==> src/rtl/core/sstsd_pkg.sv <==
// Shared types, constants and the digit shape table for the seven-segment scan driver.
package sstsd_pkg;

  // Number of display positions and derived widths
  localparam int DIGITS = 3;
  localparam int POS_W  = (DIGITS > 1) ? $clog2(DIGITS) : 1;
  localparam int WIDX_W = $clog2(DIGITS + 1);

  // Command queue depth between front and back
  localparam int QDEPTH = 2;
  localparam int QPTR_W = (QDEPTH > 1) ? $clog2(QDEPTH) : 1;
  localparam int QCNT_W = $clog2(QDEPTH + 1);

  // Segment bits
  localparam logic [7:0] SEG_MINUS = 8'h40;
  localparam logic [7:0] SEG_POINT = 8'h80;

  // Characters of interest
  localparam logic [7:0] CHR_ZERO  = 8'h30;
  localparam logic [7:0] CHR_NINE  = 8'h39;
  localparam logic [7:0] CHR_MINUS = 8'h2D;
  localparam logic [7:0] CHR_POINT = 8'h2E;

  typedef enum logic [1:0] {
    FUNC_CHAR  = 2'd0,
    FUNC_TICK  = 2'd1,
    FUNC_CLEAR = 2'd2,
    FUNC_RAW   = 2'd3
  } func_t;

  typedef enum logic [1:0] {
    CLS_DIGIT = 2'd0,
    CLS_MINUS = 2'd1,
    CLS_POINT = 2'd2,
    CLS_OTHER = 2'd3
  } char_cls_t;

  // One decoded command as it travels through the queue
  typedef struct packed {
    func_t      func;
    logic       first;
    char_cls_t  cls;
    logic [7:0] pattern;
    logic [1:0] raw_pos;
  } op_t;

  // Seven-segment shape of a decimal digit, bit0 is segment a
  function automatic logic [7:0] digit_shape(input logic [3:0] d);
    logic [7:0] s;
    unique case (d)
      4'd0:    s = 8'h3F;
      4'd1:    s = 8'h06;
      4'd2:    s = 8'h5B;
      4'd3:    s = 8'h4F;
      4'd4:    s = 8'h66;
      4'd5:    s = 8'h6D;
      4'd6:    s = 8'h7D;
      4'd7:    s = 8'h07;
      4'd8:    s = 8'h7F;
      4'd9:    s = 8'h6F;
      default: s = 8'h00;
    endcase
    return s;
  endfunction

endpackage

==> src/rtl/core/sstsd_front.sv <==
// Front end: accepts input transactions and decodes them into queue commands.
module sstsd_front (
  input  logic             in_valid,
  output logic             in_ready,
  input  logic [1:0]       in_func,
  input  logic             in_first_char,
  input  logic [7:0]       in_char_code,
  input  logic [1:0]       in_raw_position,
  input  logic [7:0]       in_raw_pattern,
  input  logic             q_full,
  output logic             q_push,
  output sstsd_pkg::op_t   q_push_op
);
  import sstsd_pkg::*;

  char_cls_t  cls;
  logic [7:0] digit_off;

  // Take a transaction whenever the queue has room
  assign in_ready = !q_full;
  assign q_push   = in_valid && !q_full;
  assign digit_off = in_char_code - CHR_ZERO;

  // Character class and the pattern it writes
  always_comb begin
    priority if (in_char_code >= CHR_ZERO && in_char_code <= CHR_NINE) begin
      cls = CLS_DIGIT;
    end else if (in_char_code == CHR_MINUS) begin
      cls = CLS_MINUS;
    end else if (in_char_code == CHR_POINT) begin
      cls = CLS_POINT;
    end else begin
      cls = CLS_OTHER;
    end

    q_push_op.func    = func_t'(in_func);
    q_push_op.first   = in_first_char;
    q_push_op.cls     = cls;
    q_push_op.raw_pos = in_raw_position;
    unique case (func_t'(in_func))
      FUNC_RAW:  q_push_op.pattern = in_raw_pattern;
      FUNC_CHAR: q_push_op.pattern = (cls == CLS_DIGIT) ? digit_shape(digit_off[3:0])
                                                          : SEG_MINUS;
      default:   q_push_op.pattern = '0;
    endcase
  end

endmodule

==> src/rtl/core/sstsd_queue.sv <==
// Short command queue between the front and back ends.
module sstsd_queue (
  input  logic           clk,
  input  logic           rst_n,
  input  logic           push,
  input  sstsd_pkg::op_t push_op,
  output logic           full,
  input  logic           pop,
  output logic           not_empty,
  output sstsd_pkg::op_t pop_op
);
  import sstsd_pkg::*;

  op_t               entries_r [QDEPTH];
  logic [QPTR_W-1:0] wr_ptr_r, wr_ptr_nxt;
  logic [QPTR_W-1:0] rd_ptr_r, rd_ptr_nxt;
  logic [QCNT_W-1:0] cnt_r, cnt_nxt;

  assign full      = (cnt_r == QCNT_W'(QDEPTH));
  assign not_empty = (cnt_r != '0);
  assign pop_op    = entries_r[rd_ptr_r];

  // Pointer and fill count update
  always_comb begin
    wr_ptr_nxt = wr_ptr_r;
    rd_ptr_nxt = rd_ptr_r;
    cnt_nxt    = cnt_r;
    if (push) begin
      wr_ptr_nxt = (wr_ptr_r == QPTR_W'(QDEPTH - 1)) ? '0 : wr_ptr_r + 1'b1;
    end
    if (pop) begin
      rd_ptr_nxt = (rd_ptr_r == QPTR_W'(QDEPTH - 1)) ? '0 : rd_ptr_r + 1'b1;
    end
    if (push && !pop) begin
      cnt_nxt = cnt_r + 1'b1;
    end else if (pop && !push) begin
      cnt_nxt = cnt_r - 1'b1;
    end
  end

  always_ff @(posedge clk) begin
    if (!rst_n) begin
      wr_ptr_r <= '0;
      rd_ptr_r <= '0;
      cnt_r    <= '0;
    end else begin
      wr_ptr_r <= wr_ptr_nxt;
      rd_ptr_r <= rd_ptr_nxt;
      cnt_r    <= cnt_nxt;
    end
  end

  // Entry storage, no reset needed
  always_ff @(posedge clk) begin
    if (push) begin
      entries_r[wr_ptr_r] <= push_op;
    end
  end

endmodule

==> src/rtl/core/sstsd_back.sv <==
// Back end: segment store, text write index, scan position and result register.
module sstsd_back (
  input  logic           clk,
  input  logic           rst_n,
  input  logic           q_not_empty,
  input  sstsd_pkg::op_t q_op,
  output logic           q_pop,
  output logic           out_valid,
  input  logic           out_ready,
  output logic [7:0]     out_segments,
  output logic [2:0]     out_digit_enable,
  output logic [1:0]     out_position
);
  import sstsd_pkg::*;

  logic [7:0]        store_r [DIGITS];
  logic [7:0]        store_nxt [DIGITS];
  logic [WIDX_W-1:0] widx_r, widx_nxt;
  logic [POS_W-1:0]  scan_r, scan_nxt;
  logic              out_valid_r, out_valid_nxt;
  logic [7:0]        out_segments_r;
  logic [2:0]        out_digit_enable_r;
  logic [1:0]        out_position_r;
  logic [WIDX_W-1:0] idx;
  logic [2:0]        enable;
  logic              out_free;
  logic              do_tick;

  assign out_valid        = out_valid_r;
  assign out_segments     = out_segments_r;
  assign out_digit_enable = out_digit_enable_r;
  assign out_position     = out_position_r;

  // A tick needs the result register free (or emptying this cycle)
  assign out_free = !out_valid_r || out_ready;
  assign q_pop    = q_not_empty && ((q_op.func != FUNC_TICK) || out_free);
  assign do_tick  = q_pop && (q_op.func == FUNC_TICK);
  assign idx      = q_op.first ? '0 : widx_r;

  // One-hot enable, zero for positions beyond the output field
  always_comb begin
    for (int k = 0; k < 3; k++) begin
      enable[k] = (32'(scan_r) == k);
    end
  end

  // Command execution
  always_comb begin
    for (int i = 0; i < DIGITS; i++) begin
      store_nxt[i] = store_r[i];
    end
    widx_nxt      = widx_r;
    scan_nxt      = scan_r;
    out_valid_nxt = out_valid_r && !out_ready;

    if (q_pop) begin
      unique case (q_op.func)
        FUNC_CHAR: begin
          widx_nxt = idx;
          if (idx < WIDX_W'(DIGITS)) begin
            unique case (q_op.cls)
              CLS_DIGIT, CLS_MINUS: begin
                for (int i = 0; i < DIGITS; i++) begin
                  if (idx == WIDX_W'(i)) begin
                    store_nxt[i] = q_op.pattern;
                  end
                end
                widx_nxt = idx + 1'b1;
              end
              CLS_POINT: begin
                for (int i = 0; i < DIGITS; i++) begin
                  if (idx == WIDX_W'(i + 1)) begin
                    store_nxt[i] = store_r[i] | SEG_POINT;
                  end
                end
              end
              default: ;
            endcase
          end
        end
        FUNC_TICK: begin
          out_valid_nxt = 1'b1;
          scan_nxt = (scan_r == POS_W'(DIGITS - 1)) ? '0 : scan_r + 1'b1;
        end
        FUNC_CLEAR: begin
          for (int i = 0; i < DIGITS; i++) begin
            store_nxt[i] = '0;
          end
        end
        FUNC_RAW: begin
          for (int i = 0; i < DIGITS; i++) begin
            if (32'(q_op.raw_pos) == i) begin
              store_nxt[i] = q_op.pattern;
            end
          end
        end
        default: ;
      endcase
    end
  end

  // Control and store state
  always_ff @(posedge clk) begin
    if (!rst_n) begin
      for (int i = 0; i < DIGITS; i++) begin
        store_r[i] <= '0;
      end
      widx_r      <= '0;
      scan_r      <= '0;
      out_valid_r <= 1'b0;
    end else begin
      for (int i = 0; i < DIGITS; i++) begin
        store_r[i] <= store_nxt[i];
      end
      widx_r      <= widx_nxt;
      scan_r      <= scan_nxt;
      out_valid_r <= out_valid_nxt;
    end
  end

  // Result payload, loaded on a tick
  always_ff @(posedge clk) begin
    if (do_tick) begin
      out_segments_r     <= store_r[scan_r];
      out_digit_enable_r <= enable;
      out_position_r     <= 2'(scan_r);
    end
  end

endmodule

==> src/rtl/core/seven_segment_text_scan_driver.sv <==
// Top level of the seven-segment text and scan driver.
//
// Input channel (in_*): one transaction per command. in_func selects a text
// character, a scan tick, a store clear or a raw pattern write. Characters
// fill the display store left to right; in_first_char restarts at position 0.
// Output channel (out_*): one transaction per scan tick, carrying the shown
// position's segments, its one-hot digit enable and the position index.
// Other commands give no output transaction.
// Throughput: one input transaction per cycle when the output is taken.
// Path of a tick: it is written into the command queue, then popped and loaded
// into the result register, which drives out_*. The command queue has two
// entries and feeds the back end, which executes one command per cycle
// unless a tick at the head waits for the result register to be free.
// Reset (rst_n low, synchronous) blanks the store, zeroes the write index
// and scan position and empties the queue and result register.
// When the receiver stalls, the result register holds its transaction; text,
// clear and raw commands ahead of the next tick keep executing, then that
// tick waits at the head of the queue, which fills and drops in_ready.
module seven_segment_text_scan_driver (
  input  logic       clk,
  input  logic       rst_n,
  input  logic       in_valid,
  output logic       in_ready,
  input  logic [1:0] in_func,
  input  logic       in_first_char,
  input  logic [7:0] in_char_code,
  input  logic [1:0] in_raw_position,
  input  logic [7:0] in_raw_pattern,
  output logic       out_valid,
  input  logic       out_ready,
  output logic [7:0] out_segments,
  output logic [2:0] out_digit_enable,
  output logic [1:0] out_position
);
  import sstsd_pkg::*;

  logic q_full;
  logic q_push;
  op_t  q_push_op;
  logic q_pop;
  logic q_not_empty;
  op_t  q_pop_op;

  sstsd_front u_front (
    .in_valid        (in_valid),
    .in_ready        (in_ready),
    .in_func         (in_func),
    .in_first_char   (in_first_char),
    .in_char_code    (in_char_code),
    .in_raw_position (in_raw_position),
    .in_raw_pattern  (in_raw_pattern),
    .q_full          (q_full),
    .q_push          (q_push),
    .q_push_op       (q_push_op)
  );

  sstsd_queue u_queue (
    .clk       (clk),
    .rst_n     (rst_n),
    .push      (q_push),
    .push_op   (q_push_op),
    .full      (q_full),
    .pop       (q_pop),
    .not_empty (q_not_empty),
    .pop_op    (q_pop_op)
  );

  sstsd_back u_back (
    .clk              (clk),
    .rst_n            (rst_n),
    .q_not_empty      (q_not_empty),
    .q_op             (q_pop_op),
    .q_pop            (q_pop),
    .out_valid        (out_valid),
    .out_ready        (out_ready),
    .out_segments     (out_segments),
    .out_digit_enable (out_digit_enable),
    .out_position     (out_position)
  );

endmodule

==> config.mk <==
export PLATFORM = sky130hd
export DESIGN_NAME = seven_segment_text_scan_driver
export DESIGN_NICKNAME = d
export VERILOG_FILES = /design/src/rtl/core/sstsd_pkg.sv /design/src/rtl/core/sstsd_front.sv /design/src/rtl/core/sstsd_queue.sv /design/src/rtl/core/sstsd_back.sv /design/src/rtl/core/seven_segment_text_scan_driver.sv
export SDC_FILE = /design/constraint.sdc
export NUM_CORES = 1
export LEC_CHECK = 0
export ABC_AREA = 0
export BUFFER_PORTS_ARGS = -buffer_cell sky130_fd_sc_hd__buf_2
export CORE_MARGIN = 1.5
export CORE_UTILIZATION = 33
export DETAILED_ROUTE_END_ITERATION = 10
export HOLD_SLACK_MARGIN = 0.1
export PLACE_DENSITY_LB_ADDON = 0.08
export SYNTH_ARGS = -nofsm -noshare
export SYNTH_HDL_FRONTEND = slang
export SYNTH_SLANG_ARGS = --single-unit
==> constraint.sdc <==
create_clock -name clk -period 3.35 [get_ports clk]
set_input_delay 0.67 -clock clk [delete_from_list [all_inputs] [get_ports clk]]
set_output_delay 0.67 -clock clk [all_outputs]
set_load 0.05 [all_outputs]
==> flow_summary.toml, run 1 <==
[critical_path]
slowest_stage = "o21ai_2"
end_kind = "flip-flop"
cp_common_cell = "nand2_1"
start_kind = "flip-flop"
max_stage_delay_ns = 0.38
crit_type = "flip-flop to flip-flop"
worstPathRequired_ns = 3.39
cp_top_family = "multiplexers"
crit_end = "u_back.store_r[2][0]"
crit_cells = 8
cp.arrival_ns = 2.63
reg2reg_setup_slack_ns = 0.76
worst_r2r_endpoint = "u_back.store_r[2][0]"
crit_path_cell_trace = "mux2i_2 > nand2_1 > ha_1 > mux2_2 > o22ai_1 > a22oi_1 > o21ai_2 > nand2_1"
crit_fanout = 10
path_buf_inv = 0
reg2reg_depth = 8

[layout]
n_antenna_cell = 0
nNetsFinal = 381
nFillCells = 1063
drive_gt1_frac = 0.2178
area_growth_pct = 14.32

[yosys]
synth_top_family_by_area = "compound AO/OA/AOI/OAI gates"
synth_top_area_cell = "edfxtp_1"
synthesis.instances = 302
ys_warn_count = 0
yosys.area_share.simple = 0.1155
synth-adder-area-share = 0.04054
synth_edf_count = 67
syn_area_per_cell_sq_um = 12.26
ys.flop_type = "edfxtp_1"
synth_compound_area_frac = 0.1395
synthDominantCellAreaShare = 0.5432
synth_cell_types = 53
synthMuxAreaShare = 0.06926
ys_top_cells_by_area = "edfxtp_1 (54%), dfxtp_1 (5.4%), ha_1 (4.1%), nand2_1 (3.8%), mux2i_1 (3.5%)"
post-synth-top-count-cell = "edfxtp_1"
ys_seq_elements = 77
synth-xor-area-share = 0.01182
synthTopCellsByCount = "edfxtp_1 (67), nand2_1 (37), nor2_1 (20)"
synth-seq-area-share = 0.5973
synth.net_count = 339
synth_async_sr_flop_share = 0
syn_area_sq_mm = 0.003704

[cts]
cts_made_buffers = 9
cts_root_buf = "clkbuf_8"
cts_tree = "built"
cts_hold_buf = 0
post-cts-setup-buffers = 0
cts-resized-gates = 0
clock_latency_ns = 0.35
cts.sinks = 77
clkTransAtPathRegs_ns = 0.09
htreeDepth = 3
cts_max_path_buffers = 2

[pwr]
power_w = 0.002984
internal_power_w = 0.001919
p_clk_frac = 0.226
ir_drop_mv = 0.2440
power.switching_w = 0.001065
combPwrFrac = 0.302
seq_power_share = 0.472
p_per_area_mw_per_mm2 = 704.7
swShare = 0.3570
p_leak_nw = 1.537

[routing]
routed_wl_um = 6981
num_vias = 2380
firstDrtPassIters = 4
wl_per_cell_um = 14.28
first_iter_violations = 101
ant_nets = 0
viasPerCell = 4.867
drc = 0

[floorplanning]
dieWidth_um = 108.9
io_pins = 40
rows = 38
chipHeight_um = 108.9
dieArea_sq_mm = 0.01187
initial_core_util = 0.3402
fp.coreArea_sq_mm = 0.01089

[timing]
clock_skew_ns = 0.01631
fmax_ghz = 0.3863
worst_pin_slew_ns = 0.8569
rsz0062_at_grt = "no"
finalSetupViolations = 0
hold_viol = 0
maxSlewHeadroom = 0.4239
slew_viol_final = 0
fin_crit_sh = 0.7728
period_needed_ns = 2.589
tns_ns = 0

[global_routing]
grt_first_pass_wirelength_um = 11570
grt-ovfl-total = 0
grt_antenna_before_repair = 0
grt_pass1_vias = 2256
grt_max_degree = 29
track_usage = 0.1297

[placed_design]
hpwl_um = 5106
portBuffers = 39
gp_congestion = 0.7684

[run]
drv_cap = 0

[min_path]
min_path_type = "flip-flop to flip-flop"

[run_status]
outcome = "finished clean"
[power by group through the flow]
stage	sequential (W)	clock, W	combinational [W]
global placement	0.00143	0	0.000920
CTS	0.00141	0.000697	0.000919
finish	0.00141	0.000673	0.000901
detailed placement	0.00143	0	0.000914
floorplan	0.00149	0	0.000639
global route	0.00143	0.000747	0.00101
[final cells by class]
cell class | instances | area (sq um) | share of cell area
Multi-Input combinational cell | 202 | 1395 | 0.3295
Clock inverter | 7 | 65.06 | 0.01537
Sequential cell | 77 | 2212 | 0.5225
Clock buffer | 9 | 123.9 | 0.02926
Tap cell | 140 | 175.2 | 0.04137
Timing Repair Buffer | 42 | 217.7 | 0.05142
Inverter | 12 | 45.04 | 0.01064
[how the worst min path moves through the flow]
stage / cells after the start / slack (ns) / start / to
2_1_floorplan: 0 / 0.43 / u_back.scan_r[1] / u_back.out_position[1]
3_3_place_gp: 2 / 0.49 / u_queue.rd_ptr_r / u_queue.rd_ptr_r
3_5_place_dp: 2 / 0.49 / u_queue.rd_ptr_r / u_queue.rd_ptr_r
4_1_cts: 1 / 0.49 / in_raw_position[1] / u_queue.entries_r[1][1]
5_1_grt: 1 / 0.49 / in_raw_position[1] / u_queue.entries_r[0][1]
6_report: 2 / 0.51 / u_queue.rd_ptr_r / u_queue.rd_ptr_r
[cell families (layout without fill, tap and decap cells)]
group | Yosys count | after routing
buf+inv | 23 | 70
compound gates | 73 | 73
fa+ha+maj | 12 | 12
mux | 24 | 24
simple gates | 88 | 88
xor+xnor | 5 | 5
flops | 77 | 77
[worst register-to-register path: stages (launching register included)]
cell,delay [ns]
dfxtp_1,0.36
mux2i_2,0.34
nand2_1,0.14
ha_1,0.26
mux2_2,0.27
o22ai_1,0.14
a22oi_1,0.09
o21ai_2,0.38
nand2_1,0.30
[metal layers]
metal	track usage	part of all wire
met1	0.1771	0.49
met2	0.2018	0.46
met3	0.02630	0.039
met4	0.05075	0.015
met5	0	0
[sequential cells by signal, summed over array words and instances (netlist names), named ones only]
register / count
u_back.scan_r: 2
u_back.widx_r: 2
u_back.out_position: 2
u_queue.cnt_r: 2
u_queue.entries_r: 30
u_back.out_digit_enable: 3
u_back.out_segments: 8
u_back.out_valid: 1
u_queue.rd_ptr_r: 1
u_queue.wr_ptr_r: 1
u_back.store_r: 24
[per-stage QoR]
step / util / area [sq um] / hold slack [ns] / setup WS [ns] / cells
3_5_place_dp: 0.3715 / 4045 / 0.4912 / 0.7341 / 473
3_3_place_gp: 0.3715 / 4045 / 0.4889 / 0.7181 / 473
4_1_cts: 0.3889 / 4234 / 0.4921 / 0.7252 / 489
2_1_floorplan: - / 3704 / 0.4289 / 0.9867 / 302
6_report: 0.3889 / 4234 / 0.5111 / 0.7612 / 489
5_1_grt: 0.3889 / 4234 / 0.4932 / 0.5128 / 489
[layout by cell type (no fill, tap or decap), types with 2 or more instances in the layout]
cell type and n:
mux2i_1 13, buf_4 3, inv_6 3, and3_1 2, nand2_1 37, inv_8 2, o21ai_0 17, a22oi_1 3
a31oi_1 9, inv_1 12, o21ai_1 4, nor2_1 20, dfxtp_1 10, o211ai_4 2, o221ai_1 3, nand3b_1 2
o211ai_1 4, o31ai_1 2, nand3_1 2, nand2b_1 7, ha_1 12, or3_1 2, clkbuf_8 9, xor2_1 5
edfxtp_1 67, nor2b_1 7, a21oi_1 11, a31o_1 2, buf_2 39, o22ai_1 4, mux2_2 9
Note: power is estimated with default switching activity, not from simulation.
==> run 2, diff against run 1 <==
- ABC_AREA: 0 -> 1
- clock period: 3.35 -> 2.3 ns (I/O delays scaled with it)
==> run 2 against run 1 <==
  * Core utilization up 1.3 points
  * Sequential cell count did not move
  * Setup slack lost 0.51 ns
  * Critical path type unchanged
==> flow_summary.toml, run 2 <==
[yosys]
synth_top_area_cell = "edfxtp_1"
synth_cell_types = 38
ys.flop_type = "edfxtp_1"
synth-xor-area-share = 0
synth_top_family_by_area = "simple AND/OR/NAND/NOR gates"
synth_compound_area_frac = 0.08942
synthTopCellsByCount = "nand2_1 (85), edfxtp_1 (67), inv_1 (51)"
synth_async_sr_flop_share = 0
ys_top_cells_by_area = "edfxtp_1 (52%), nand2_1 (8.2%), dfxtp_1 (5.1%), inv_1 (4.9%), o21ai_0 (4.2%)"
synth-seq-area-share = 0.5687
synthMuxAreaShare = 0.01544
yosys.area_share.simple = 0.2235
synth-adder-area-share = 0.03860
synth.net_count = 422
synthesis.instances = 385
ys_seq_elements = 77
syn_area_sq_mm = 0.003890
synth_edf_count = 67
ys_warn_count = 0
synthDominantCellAreaShare = 0.5172
post-synth-top-count-cell = "nand2_1"
syn_area_per_cell_sq_um = 10.10

[critical_path]
crit_end = "u_back.store_r[0][0]"
cp_common_cell = "nand2_1"
crit_start = "u_queue.entries_r[1][12]"
cp.arrival_ns = 2.09
reg2reg_from = "u_queue.entries_r[1][12]"
reg2reg_depth = 11
worstPathRequired_ns = 2.34
max_stage_delay_ns = 0.36
start_kind = "flip-flop"
crit_type = "flip-flop to flip-flop"
reg2reg_setup_slack_ns = 0.25
crit_fanout = 7
worst_r2r_endpoint = "u_back.store_r[0][0]"
slowest_stage = "edfxtp_1"
end_kind = "flip-flop"
crit_path_cell_trace = "nand2_1 > nand3_1 > inv_1 > ha_1 > inv_1 > nand2_1 > nand2_1 > a21oi_2 > nand3_1 > o21ai_0 > buf_4"

[floorplanning]
dieArea_sq_mm = 0.01245
chipHeight_um = 111.6
rows = 39
initial_core_util = 0.3392
io_pins = 40
fp.coreArea_sq_mm = 0.01147
dieWidth_um = 111.6

[run_status]
outcome = "finished clean"

[layout]
nNetsFinal = 474
area_growth_pct = 18.43
drive_gt1_frac = 0.2262
largest_reg_flops = 30
layout_commonest_cell = "nand2_1"
n_antenna_cell = 0
top_register = "u_queue.entries_r"
layout_common_cells = "nand2_1 (85), edfxtp_1 (67), inv_1 (51), buf_2 (39), o21ai_0 (33)"

[pwr]
ir_drop_mv = 0.6759
combPwrFrac = 0.360
seq_power_share = 0.386
p_leak_nw = 1.977
internal_power_w = 0.003680
p_clk_frac = 0.254
power.switching_w = 0.002121
power_w = 0.005800
p_per_area_mw_per_mm2 = 1259
swShare = 0.3656

[cts]
htreeDepth = 3
post-cts-setup-buffers = 0
cts-resized-gates = 0
clkTransAtPathRegs_ns = 0.06
cts.sinks = 77
cts_root_buf = "clkbuf_16"
cts_made_buffers = 9
clock_latency_ns = 0.33
cts_tree = "built"
cts_hold_buf = 0
cts_max_path_buffers = 2

[timing]
hold_viol = 0
fin_crit_sh = 0.8901
slew_viol_final = 0
period_needed_ns = 2.047
rsz0062_at_grt = "no"
fmax_ghz = 0.4884
maxSlewHeadroom = 0.5574
finalSetupViolations = 0
clock_skew_ns = 0.007063
worst_hold_slack_ns = 0.3171
worst_pin_slew_ns = 0.6614

[routing]
wl_per_cell_um = 11.85
routed_wl_um = 6934
num_vias = 2579
first_iter_violations = 129
viasPerCell = 4.409
ant_nets = 0
firstDrtPassIters = 4
drc = 0

[placed_design]
portBuffers = 39
gp_congestion = 0.9089
hpwl_um = 5399

[min_path]
min_path_type = "input port to flip-flop"

[global_routing]
grt_max_degree = 18
grt_first_pass_wirelength_um = 12230
track_usage = 0.1233
grt_pass1_vias = 2589
grt_antenna_before_repair = 0
grt-ovfl-total = 0

[run]
drv_cap = 0
[run 2: changes by cell type after synthesis, sizes merged, moves of 10 or more]
cell,previous run,this run
nand2,38,103
inv,12,53
nand3,2,25
o21ai,22,35
nor2,20,31
mux2,10,0
[run 2: power groups by stage]
stage	registers, W	clock network [W]	logic, W
final	0.00224	0.00147	0.00209
after global routing	0.00228	0.00156	0.00238
after CTS	0.00224	0.00151	0.00212
after detailed placement	0.00227	0	0.00211
after global placement	0.00227	0	0.00210
after floorplan	0.00242	0	0.00149
[run 2: cell families (layout without fill, tap and decap cells)]
logic type,after synthesis,count (layout)
compound gates,62,62
fa+ha+maj,12,12
buf+inv,60,117
flops,77,77
mux,6,6
simple gates,168,168
[run 2: through the flow]
step / cells / utilization / cell area [sq um] / setup slack, ns / TNS (ns)
floorplan: 385 / - / 3890 / -0.09085 / -1.272
global placement: 569 / 0.3738 / 4287 / 0.02847 / 0
detailed placement: 569 / 0.3738 / 4287 / 0.04707 / 0
CTS: 585 / 0.4013 / 4602 / 0.1366 / 0
global route: 585 / 0.4017 / 4607 / 0.006729 / 0
finish: 585 / 0.4017 / 4607 / 0.2527 / 0
[run 2: critical path: cells and delay by family (launching register included)]
| family | cells | cell delay [ns] |
|---|---|---|
| and+or+nand+nor | 5 | 0.47 |
| adders and majority gates | 1 | 0.22 |
| AOI/OAI and AO/OA | 2 | 0.32 |
| buffers and inverters | 3 | 0.38 |
| DFF | 1 | 0.36 |
[run 2: cell type report]
class                      count  area, sq um
timing repair buffer          47        259.0
clock buffer                   9        225.2
clock inverter                 7        90.09
fill                        1104         6860
tap                          143        178.9
multi-input combinational    248         1428
inverter                      54        212.7
sequential                    77         2213
[run 2: routing by layer]
metal / GRT usage / part of all wire
met1: 0.1527 / 0.48
met2: 0.2041 / 0.47
met3: 0.03865 / 0.036
met4: 0.04304 / 0.016
met5: 0 / 0
[run 2: how the worst min path moves through the flow]
stage	startpoint	endpoint	slack, ns	cells after the start
after CTS	in_raw_position[1]	u_queue.entries_r[1][1]	0.31	1
after floorplan	u_queue.rd_ptr_r	flip-flop	0.42	1
final	in_raw_position[0]	u_queue.entries_r[0][0]	0.32	1
after detailed placement	u_queue.rd_ptr_r	u_queue.rd_ptr_r	0.44	1
after global placement	u_queue.rd_ptr_r	u_queue.rd_ptr_r	0.44	1
after global routing	in_raw_position[0]	u_queue.entries_r[0][0]	0.30	1
==> run 3, diff against run 2 <==
- CORE_UTILIZATION: 33 -> 45
==> run 3 against run 2 <==
  * Critical path depth stayed put
  * Largest cell class unchanged
  * Design area down 3.8%
  * Setup slack got worse by 0.056 ns
  * Highest routed layer unchanged
==> flow_summary.toml, run 3 (same netlist as run 2, synthesis figures left out) <==
[run_status]
outcome = "finished clean"

[routing]
ant_nets = 0
first_iter_violations = 98
viasPerCell = 4.788
num_vias = 2614
wl_per_cell_um = 12.14
routed_wl_um = 6626
firstDrtPassIters = 4
drc = 0

[timing]
rsz0062_at_grt = "no"
slew_viol_final = 0
setup_slack_ns = 0.1965
worst_pin_slew_ns = 0.6523
period_needed_ns = 2.104
maxSlewHeadroom = 0.5635
worst_hold_slack_ns = 0.3006
finalSetupViolations = 0
fin_crit_sh = 0.9146
clock_skew_ns = 0.01532
fmax_ghz = 0.4754
hold_viol = 0

[layout]
drive_gt1_frac = 0.2245
largest_reg_flops = 30
n_antenna_cell = 0
area_growth_pct = 13.96
layout_commonest_cell = "nand2_1"
nNetsFinal = 473
fin_area_sq_mm = 0.004433
layout_common_cells = "nand2_1 (85), edfxtp_1 (67), inv_1 (51), buf_2 (39), o21ai_0 (32)"
top_register = "u_queue.entries_r"

[cts]
clkTransAtPathRegs_ns = 0.08
cts.sinks = 77
cts_max_path_buffers = 2
cts_hold_buf = 0
post-cts-setup-buffers = 0
cts_tree = "built"
cts-resized-gates = 0
cts_made_buffers = 9
htreeDepth = 3
cts_root_buf = "clkbuf_8"
clock_latency_ns = 0.35

[critical_path]
start_kind = "flip-flop"
end_kind = "flip-flop"
path_buf_inv = 3
cp.arrival_ns = 2.16
cp_top_family = "simple AND/OR/NAND/NOR gates"
max_stage_delay_ns = 0.38
cp_common_cell = "nand2_1"
worstPathRequired_ns = 2.36
crit_fanout = 7
crit_type = "flip-flop to flip-flop"
slowest_stage = "edfxtp_1"
crit_path_cell_trace = "nand2_1 > nand3_1 > inv_1 > ha_1 > inv_1 > nand2_1 > nand2_1 > a21oi_2 > nand3_1 > o21ai_0 > buf_4"

[global_routing]
grt_antenna_before_repair = 0
track_usage = 0.1639
grt-ovfl-total = 0
grt_max_degree = 18
grt_pass1_vias = 2541
grt_first_pass_wirelength_um = 11380

[pwr]
combPwrFrac = 0.393
power_w = 0.005290
ir_drop_mv = 0.5356
internal_power_w = 0.003219
seq_power_share = 0.424
swShare = 0.3914
p_leak_nw = 1.916
p_clk_frac = 0.183
power.switching_w = 0.002070
p_per_area_mw_per_mm2 = 1193

[floorplanning]
dieWidth_um = 95.98
rows = 33
dieArea_sq_mm = 0.009211
fp.coreArea_sq_mm = 0.008299
chipHeight_um = 95.98
initial_core_util = 0.4687
io_pins = 40

[placed_design]
pre_cts_slack_ns = 0.04830
dpl_cell_area_sq_mm = 0.004232
gp_congestion = 0.8805
portBuffers = 39
hpwl_um = 5097

[run]
drv_cap = 0

[min_path]
min_path_type = "input port to flip-flop"
[run 3: worst paths after layout]
path	start	end	slack, ns	cells after the start
setup / recovery	u_queue.entries_r[1][12]	u_back.store_r[0][1]	0.20	11
hold / removal	in_raw_position[1]	u_queue.entries_r[0][1]	0.30	1
setup reg to reg	u_queue.entries_r[1][12]	u_back.store_r[0][1]	0.20	11
hold reg to reg	u_queue.rd_ptr_r	u_queue.rd_ptr_r	0.47	1
[run 3: per-stage QoR]
| step | utilization | setup TNS [ns] | cells |
|---|---|---|---|
| detailed placement | 0.5099 | 0 | 530 |
| global placement | 0.5099 | 0 | 530 |
| finish | 0.5341 | 0 | 546 |
| CTS | 0.5335 | 0 | 546 |
| global route | 0.5341 | 0 | 546 |
| floorplan | - | -1.272 | 385 |
[run 3: final cells by class]
cell class	instances	area, sq um
inverter	54	212.7
clock buffer	12	166.4
tap	105	131.4
timing repair buffer	46	251.5
multi-input combinational	248	1428
clock inverter	4	30.03
sequential	77	2213
fill	790	3866
[run 3: layer usage]
metal	global-route usage	routed length (um)
met5	0	0
met2	0.2700	3156
met4	0.06740	78
met3	0.04660	249
met1	0.2014	3142
[run 3: power groups by stage]
stage	combinational [W]	clock (W)	sequential [W]
after CTS	0.00209	0.000992	0.00225
final	0.00208	0.000967	0.00225
after detailed placement	0.00209	0	0.00227
after global routing	0.00235	0.00106	0.00228
after floorplan	0.00149	0	0.00242
after global placement	0.00206	0	0.00227
